## src/design/tpq_pkg.sv

```systemverilog
package tpq_pkg;

  localparam int unsigned Depth = 16;
  localparam int unsigned CntW  = $clog2(Depth + 1);
  localparam int unsigned DataW = 32;
  localparam int unsigned OccW  = 5;

  typedef enum logic [1:0] {
    OpAppend = 2'd0,
    OpInsert = 2'd1,
    OpRemove = 2'd2,
    OpPeek   = 2'd3
  } op_e;

  typedef enum logic [1:0] {
    StDone  = 2'd0,
    StEmpty = 2'd1,
    StFull  = 2'd2
  } status_e;

  typedef struct packed {
    logic [DataW-1:0] payload;
    logic [DataW-1:0] rtime;
  } entry_t;

  typedef struct packed {
    logic wr_en;
    logic by_time;
    logic pop;
  } cell_ctrl_t;

endpackage

```

## src/design/tpq_cell.sv

```systemverilog
module tpq_cell (
  input  logic                clk_i,
  input  tpq_pkg::cell_ctrl_t ctrl_i,
  input  tpq_pkg::entry_t     new_i,
  input  logic                occupied_i,
  input  tpq_pkg::entry_t     left_i,
  input  tpq_pkg::entry_t     right_i,
  input  logic                hit_i,
  output logic                hit_o,
  output tpq_pkg::entry_t     entry_o
);

  tpq_pkg::entry_t entry_q, entry_d;
  logic            take_here;

  // first free slot, or first entry later than the new one
  assign take_here = !occupied_i || (ctrl_i.by_time && (entry_q.rtime > new_i.rtime));
  assign hit_o     = hit_i || take_here;

  always_comb begin
    entry_d = entry_q;
    if (ctrl_i.wr_en) begin
      if (hit_i) begin
        entry_d = left_i;
      end else if (take_here) begin
        entry_d = new_i;
      end
    end else if (ctrl_i.pop) begin
      entry_d = right_i;
    end
  end

  always_ff @(posedge clk_i) begin
    entry_q <= entry_d;
  end

  assign entry_o = entry_q;

endmodule

```

## src/design/time_ordered_packet_queue.sv

```systemverilog
// Bounded queue of tpq_pkg::Depth entries (payload handle, release time) held in a row of
// cells, head in cell 0. Append adds at the tail; insert places the entry after every
// entry with an equal or earlier release time. Remove returns and drops the head, peek
// returns it in place. All cells compare and shift in parallel, and a request is taken
// every cycle while the one-deep result register is free or being drained. A full queue
// drops a new entry with status full; remove or peek on an empty queue returns status
// empty with zero data. Occupancy is the count after the request.
module time_ordered_packet_queue (
  input  logic                         clk_i,
  input  logic                         rst_ni,
  input  logic                         in_valid_i,
  output logic                         in_ready_o,
  input  logic [1:0]                   operation_i,
  input  logic [tpq_pkg::DataW-1:0]    payload_i,
  input  logic [tpq_pkg::DataW-1:0]    release_time_i,
  output logic                         out_valid_o,
  input  logic                         out_ready_i,
  output logic [1:0]                   status_o,
  output logic [tpq_pkg::DataW-1:0]    head_payload_o,
  output logic [tpq_pkg::DataW-1:0]    head_time_o,
  output logic [tpq_pkg::OccW-1:0]     occupancy_o
);

  localparam int unsigned N = tpq_pkg::Depth;

  logic [tpq_pkg::CntW-1:0] count_q, count_d;
  logic                     out_valid_q;
  tpq_pkg::status_e         status_q, status_d;
  tpq_pkg::entry_t          head_q, head_d;
  logic [tpq_pkg::OccW-1:0] occ_q, occ_d;

  logic                     accept, full, empty, is_wr;
  tpq_pkg::op_e             op;
  tpq_pkg::cell_ctrl_t      ctrl;
  tpq_pkg::entry_t          new_entry;
  tpq_pkg::entry_t          cells [N];
  logic [N:0]               hit;
  logic [tpq_pkg::OccW+tpq_pkg::CntW-1:0] occ_ext;

  assign in_ready_o = !out_valid_q || out_ready_i;
  assign accept     = in_valid_i && in_ready_o;
  assign op         = tpq_pkg::op_e'(operation_i);
  assign full       = (count_q == tpq_pkg::CntW'(N));
  assign empty      = (count_q == '0);
  assign is_wr      = (op == tpq_pkg::OpAppend) || (op == tpq_pkg::OpInsert);

  assign new_entry.payload = payload_i;
  assign new_entry.rtime   = release_time_i;

  assign ctrl.wr_en   = accept && is_wr && !full;
  assign ctrl.by_time = (op == tpq_pkg::OpInsert);
  assign ctrl.pop     = accept && (op == tpq_pkg::OpRemove) && !empty;

  assign hit[0] = 1'b0;

  for (genvar g = 0; g < N; g++) begin : g_cell
    tpq_pkg::entry_t left_e, right_e;
    logic            occ;
    assign occ = (tpq_pkg::CntW'(g) < count_q);
    if (g == 0) begin : g_first
      assign left_e = new_entry;
    end else begin : g_mid
      assign left_e = cells[g-1];
    end
    if (g == N - 1) begin : g_last
      assign right_e = cells[g];
    end else begin : g_inner
      assign right_e = cells[g+1];
    end
    tpq_cell u_cell (
      .clk_i      (clk_i),
      .ctrl_i     (ctrl),
      .new_i      (new_entry),
      .occupied_i (occ),
      .left_i     (left_e),
      .right_i    (right_e),
      .hit_i      (hit[g]),
      .hit_o      (hit[g+1]),
      .entry_o    (cells[g])
    );
  end

  always_comb begin
    count_d  = count_q;
    status_d = tpq_pkg::StDone;
    head_d   = '0;
    if (is_wr) begin
      if (full) begin
        status_d = tpq_pkg::StFull;
      end else begin
        count_d = count_q + tpq_pkg::CntW'(1);
      end
    end else if (empty) begin
      status_d = tpq_pkg::StEmpty;
    end else begin
      head_d = cells[0];
      if (op == tpq_pkg::OpRemove) begin
        count_d = count_q - tpq_pkg::CntW'(1);
      end
    end
    occ_ext = {{tpq_pkg::OccW{1'b0}}, count_d};
    occ_d   = occ_ext[tpq_pkg::OccW-1:0];
  end

  always_ff @(posedge clk_i or negedge rst_ni) begin
    if (!rst_ni) begin
      count_q     <= '0;
      out_valid_q <= 1'b0;
    end else begin
      if (accept) begin
        count_q     <= count_d;
        out_valid_q <= 1'b1;
      end else if (out_ready_i) begin
        out_valid_q <= 1'b0;
      end
    end
  end

  always_ff @(posedge clk_i) begin
    if (accept) begin
      status_q <= status_d;
      head_q   <= head_d;
      occ_q    <= occ_d;
    end
  end

  assign out_valid_o    = out_valid_q;
  assign status_o       = status_q;
  assign head_payload_o = head_q.payload;
  assign head_time_o    = head_q.rtime;
  assign occupancy_o    = occ_q;

endmodule
```

## config.mk

```make
export PLATFORM = sky130hd
export DESIGN_NAME = time_ordered_packet_queue
export DESIGN_NICKNAME = d
export VERILOG_FILES = /design/src/design/tpq_pkg.sv /design/src/design/tpq_cell.sv /design/src/design/time_ordered_packet_queue.sv
export SDC_FILE = /design/constraint.sdc
export NUM_CORES = 2
export LEC_CHECK = 0
export ABC_AREA = 1
export BUFFER_PORTS_ARGS = -buffer_cell sky130_fd_sc_hd__buf_2
export CAP_MARGIN = 30
export CORE_MARGIN = 4
export CORE_UTILIZATION = 44
export CTS_BUF_LIST = sky130_fd_sc_hd__clkbuf_16
export CTS_CLUSTER_DIAMETER = 100
export DETAILED_ROUTE_END_ITERATION = 12
export PLACE_DENSITY = 0.69
export SYNTH_ARGS = -nofsm -noshare
export SYNTH_HDL_FRONTEND = slang
export SYNTH_SLANG_ARGS = --single-unit
```

## constraint.sdc

```tcl
create_clock -name clk_i -period 6.7 [get_ports clk_i]
set_input_delay 1.675 -clock clk_i [delete_from_list [all_inputs] [get_ports clk_i]]
set_output_delay 1.675 -clock clk_i [all_outputs]
set_load 0.02 [all_outputs]
```

==> metrics.sh <==
NNETSFINAL=7314
SETUP_TNS_PS=0
CLKLATENCYLATEPIN_PS=800
STANDARD_CELL_CORE_AREA_UM2=146000
RUN_STATUS='finished clean'
FLOW.AREA_GROWTH_FROM_SYNTHESIS_PCT=10.6
WARNINGS_FROM_YOSYS=0
TRITONCTS.NUM_BUFFERS=120
DRTITER0DRC=7008
GLOBAL_ROUTE.USAGE.TOTAL_PCT=26.6
SYNTHESIS.INSTANCES=6820
HIGHEST_CLOCK_FREQUENCY_THE_DESIGN_CAN_MEET_MHz=172
PATH_CLASS='in2reg'
DOMINANTREGCELLSYNTH='sky130_fd_sc_hd__edfxtp_1'
CRITICAL_PATH_ARRIVAL_PS=6460
SYNTH.AREA.TOP_CELLS='sky130_fd_sc_hd__edfxtp_1 (51%), sky130_fd_sc_hd__ha_1 (10%), sky130_fd_sc_hd__nand2_1 (9.6%), sky130_fd_sc_hd__o211ai_1 (8.1%), sky130_fd_sc_hd__nand3_1 (7.3%)'
POST_DETAIL_PLACE_HPWL_UM=133000
GPL.FINAL_WEIGHTED_CONGESTION=0.931
H-TREE-DEPTH=3
ROUTED_WIRELENGTH_UM=209000
LAYOUT_MIN_CYCLE_TIME_PS=5830
COUNT_OF_FILL_CELLS_ADDED_DURING_FILLER_INSERTION=13400
STD_CELL_ROWS=140
CTS_MAX_PATH_BUFFERS=3
WORST_SLEW_PIN_SLEW_PS=1200
ANT_NETS=0
NUMBER_OF_SINKS_DRIVEN_BY_THE_CLOCK_TREE=1101
CTSHOLDBUFFERS=0
FINAL_SKEW_PS=57.0
NUMBER_OF_DISTINCT_LIBRARY_CELLS_AFTER_SYNTHESIS=48
DESIGN.PORTCOUNT=143
YS_FF_LATCH=1101
SETUP_VIOL=0
FINAL_CRITICAL_PATH_SETUP_SLACK_PS=875
CTS_REPAIR_RESIZE_COUNT=0
MAX-CAP-VIOLATIONS=0
CRIT_PATH_MAX_FANOUT=106
DETAILED_PLACE.AREA_UM2=67200
WORSTSETUPSTARTPOINTTYPE='input port'
CLOCK-ROOT-BUFFER='sky130_fd_sc_hd__clkbuf_16'
STATIC-LEAKAGE-POWER_nW=28.0
MAXIMUM_NUMBER_OF_PINS_ON_ONE_NET_BEFORE_GLOBAL_ROUTE_REPAIR=239
BUFFER_COUNT_FROM_POST_CTS_SETUP_FIXING=0
TRITONCTS='yes'
CRITICAL_PATH_REQUIRED_PS=7340
SYNTH.CELL_AREA_UM2=64400
DIE_HEIGHT_UM=391
FINAL_CELL_AREA_UM2=71200
POST-ROUTE-DRC-COUNT=0
EDFF_COUNT_SYNTH=1095
DRT_FIRST_PASS_ITERS=6
CHIPWIDTH_UM=391
WL_PER_CELL_UM=23.9
PORTION_OF_THE_POST_SYNTHESIS_AREA_USED_BY_SEQUENTIAL_ELEMENTS_PCT=51.3
COUNT_OF_ENDPOINTS_FAILING_HOLD_IN_THE_FINAL_TIMING_REPORT=0
POST-SYNTH-TOP-AREA-CELL='sky130_fd_sc_hd__edfxtp_1'
VIAS=54100
DP_WORST_SETUP_SLACK_PS=257
GRT_PASS1_WL_UM=315000
LAYOUT-DRIVE-GT1-SHARE_PCT=7.36
FINAL-MAX-SLEW-VIOLATION-COUNT=0
RSZ0062_AT_GRT='false'
POWERDENSITY_nW_PER_UM2=309
CLK_PIN_SLEW_PS=60
MIN-DELAY-PATH-CLASS='reg2reg'
FLOORPLAN.DIE_AREA_UM2=153000
CRITPATHCAPTURETYPE='register'
PLACE.PORT_BUFFERS=142
TIMING.MAX_SLEW.REL_SLACK_PCT=19.9
MIN_PERIOD_OVER_PERIOD_PCT=86.9
AVGVIACOUNTPERCELL=6.19
GRT_ANTENNA_BEFORE_REPAIR=7
SYNTH_ASYNC_SR_FLOP_SHARE_PCT=0.545
SYN_AVG_CELL_AREA_UM2=9.44
POWER.IR.VDD_WORST_mV=0.259
GRT.OVERFLOW.TOTAL=0
SHARE_OF_THE_SYNTHESIZED_AREA_IN_THE_TOP_CELL_TYPE_PCT=51.1
SYN_NETS=7405
FLOORPLAN.INITIALDENSITY_PCT=44.2
FIRST_GLOBAL_VIAS=51600
logic make-up (layout without fill, tap and decap cells):
| family | count (synthesis) | count (layout) | share of synthesized area [%] |
|---|---|---|---|
| other | 0 | 4 | 0 |
| DFF | 1101 | 1101 | 51.3 |
| adders and majority gates | 515 | 515 | 10.0 |
| AOI/OAI and AO/OA | 1328 | 1328 | 13.8 |
| buffers and inverters | 887 | 897 | 5.25 |
| and+or+nand+nor | 2985 | 2985 | 19.6 |
| xor gates and xnor gates | 4 | 4 | 0.0544 |
state kept, by name, summed over array words and instances (netlist names):
signal and cells:
count_q 5, g_cell.u_cell.entry_o 1024, head_payload_o 32, head_time_o 32, occupancy_o 5, out_valid_o 1
status_o 2
power breakdown:
part           total [mW]  internal [mW]  switching [mW]  leakage, nW
Sequential           9.57           8.94           0.628         10.4
Clock                6.67           3.69            2.98         1.98
Combinational        5.75           1.63            4.12         15.7
Total                22.0           14.3            7.72         28.0
cell type report:
| cell class | instances | area, um^2 | area share [%] |
|---|---|---|---|
| Sequential cell | 1101 | 33000 | 46.4 |
| Antenna cell | 4 | 10.0 | 0.0141 |
| Timing Repair Buffer | 282 | 2200 | 3.09 |
| Clock inverter | 103 | 902 | 1.27 |
| Inverter | 392 | 1500 | 2.10 |
| Multi-Input combinational cell | 4832 | 28200 | 39.6 |
| Tap cell | 1917 | 2400 | 3.37 |
| Clock buffer | 120 | 3000 | 4.22 |
synthesized netlist by cell type (all sizes together), types with 4 or more instances:
master,number
nand2,1645
edfxtp,1095
nand3,936
o211ai,695
ha,515
clkbuf,414
inv,390
a21oi,318
nor2,314
o21ai,160
buf,81
o221ai,80
nand4,45
nor3,26
o21a,20
a211oi,17
nor4,11
a31oi,9
dfrtp,6
o21bai,6
a21o,5
a41oi,5
xor2,4
worst paths after layout:
check	start	end	slack, ps	cells past startpoint
min in group asynchronous	rst_ni	count_q[1]	750	1
worst min-delay path	out_valid_o	out_valid_o	530	2
worst max register to register	g_cell[1].u_cell.entry_o[29]	g_cell[15].u_cell.entry_o[20]	1690	19
worst max-delay path	release_time_i[31]	g_cell[15].u_cell.entry_o[20]	870	22
max in group asynchronous	rst_ni	out_valid_o	5700	1
worst min register to register	out_valid_o	out_valid_o	530	2
critical path, stage by stage:
cell and delay, ps:
sky130_fd_sc_hd__buf_2 110, sky130_fd_sc_hd__inv_1 70, sky130_fd_sc_hd__buf_4 240, sky130_fd_sc_hd__ha_1 280
sky130_fd_sc_hd__nand2_1 90, sky130_fd_sc_hd__nor2_1 50, sky130_fd_sc_hd__nor3_1 380, sky130_fd_sc_hd__nand2_1 260
sky130_fd_sc_hd__a21oi_1 540, sky130_fd_sc_hd__nand2_1 110, sky130_fd_sc_hd__nand2_1 80, sky130_fd_sc_hd__nand2_1 80
sky130_fd_sc_hd__nor2_4 340, sky130_fd_sc_hd__nand4_4 190, sky130_fd_sc_hd__nor2_4 220, sky130_fd_sc_hd__nand4_4 100
sky130_fd_sc_hd__nor2_2 280, sky130_fd_sc_hd__nand4_4 190, sky130_fd_sc_hd__nor2_4 230, sky130_fd_sc_hd__buf_12 510
sky130_fd_sc_hd__nand3_1 160, sky130_fd_sc_hd__nand2_1 100
placed cells by master (no fill, tap or decap), types with 4 or more instances in the layout:
| cell type | synthesis | final |
|---|---|---|
| sky130_fd_sc_hd__a211oi_1 | 17 | 17 |
| sky130_fd_sc_hd__a21o_1 | 5 | 5 |
| sky130_fd_sc_hd__a21oi_1 | 317 | 315 |
| sky130_fd_sc_hd__a31oi_1 | 9 | 8 |
| sky130_fd_sc_hd__a41oi_1 | 5 | 5 |
| sky130_fd_sc_hd__buf_12 | 0 | 29 |
| sky130_fd_sc_hd__buf_16 | 0 | 4 |
| sky130_fd_sc_hd__buf_2 | 25 | 142 |
| sky130_fd_sc_hd__buf_4 | 2 | 107 |
| sky130_fd_sc_hd__bufinv_16 | 0 | 11 |
| sky130_fd_sc_hd__clkbuf_16 | 0 | 120 |
| sky130_fd_sc_hd__clkinv_1 | 2 | 28 |
| sky130_fd_sc_hd__clkinv_16 | 0 | 5 |
| sky130_fd_sc_hd__clkinv_2 | 0 | 33 |
| sky130_fd_sc_hd__clkinvlp_4 | 0 | 7 |
| sky130_fd_sc_hd__dfrtp_1 | 6 | 6 |
| sky130_fd_sc_hd__diode_2 | 0 | 4 |
| sky130_fd_sc_hd__edfxtp_1 | 1095 | 1095 |
| sky130_fd_sc_hd__ha_1 | 515 | 515 |
| sky130_fd_sc_hd__inv_1 | 385 | 397 |
| sky130_fd_sc_hd__inv_4 | 0 | 4 |
| sky130_fd_sc_hd__nand2_1 | 1642 | 1636 |
| sky130_fd_sc_hd__nand2_4 | 0 | 7 |
| sky130_fd_sc_hd__nand3_1 | 936 | 935 |
| sky130_fd_sc_hd__nand4_1 | 42 | 42 |
| sky130_fd_sc_hd__nor2_1 | 310 | 305 |
| sky130_fd_sc_hd__nor2_4 | 2 | 8 |
| sky130_fd_sc_hd__nor3_1 | 26 | 26 |
| sky130_fd_sc_hd__nor4_1 | 11 | 10 |
| sky130_fd_sc_hd__o211ai_1 | 695 | 695 |
| sky130_fd_sc_hd__o21a_1 | 20 | 20 |
| sky130_fd_sc_hd__o21ai_0 | 159 | 158 |
| sky130_fd_sc_hd__o21bai_1 | 6 | 6 |
| sky130_fd_sc_hd__o221ai_1 | 80 | 80 |
| sky130_fd_sc_hd__xor2_1 | 4 | 4 |
layer usage:
metal | vias to the layer above | global-route usage (%) | part of all wire (%) | wire (um)
met5 | - | 0 | 0.014 | 29
li1 | 24600 | - | - | -
met4 | 4 | 10.5 | 4.1 | 8540
met2 | 2955 | 40.1 | 44 | 91100
met3 | 398 | 6.04 | 11 | 22600
met1 | 26100 | 37.3 | 42 | 87000
stage by stage:
step / hold WS, ps / power [mW] / util (%) / instances
after floorplan: 494 / 13.1 / - / 6820
after global placement: 503 / 15.1 / 46.2 / 8519
after detailed placement: 514 / 15.3 / 46.2 / 8521
after CTS: 531 / 21.9 / 48.9 / 8744
after global routing: 555 / 22.9 / 48.9 / 8749
final: 528 / 22.0 / 48.9 / 8751
(Power assumes the default switching activity.)
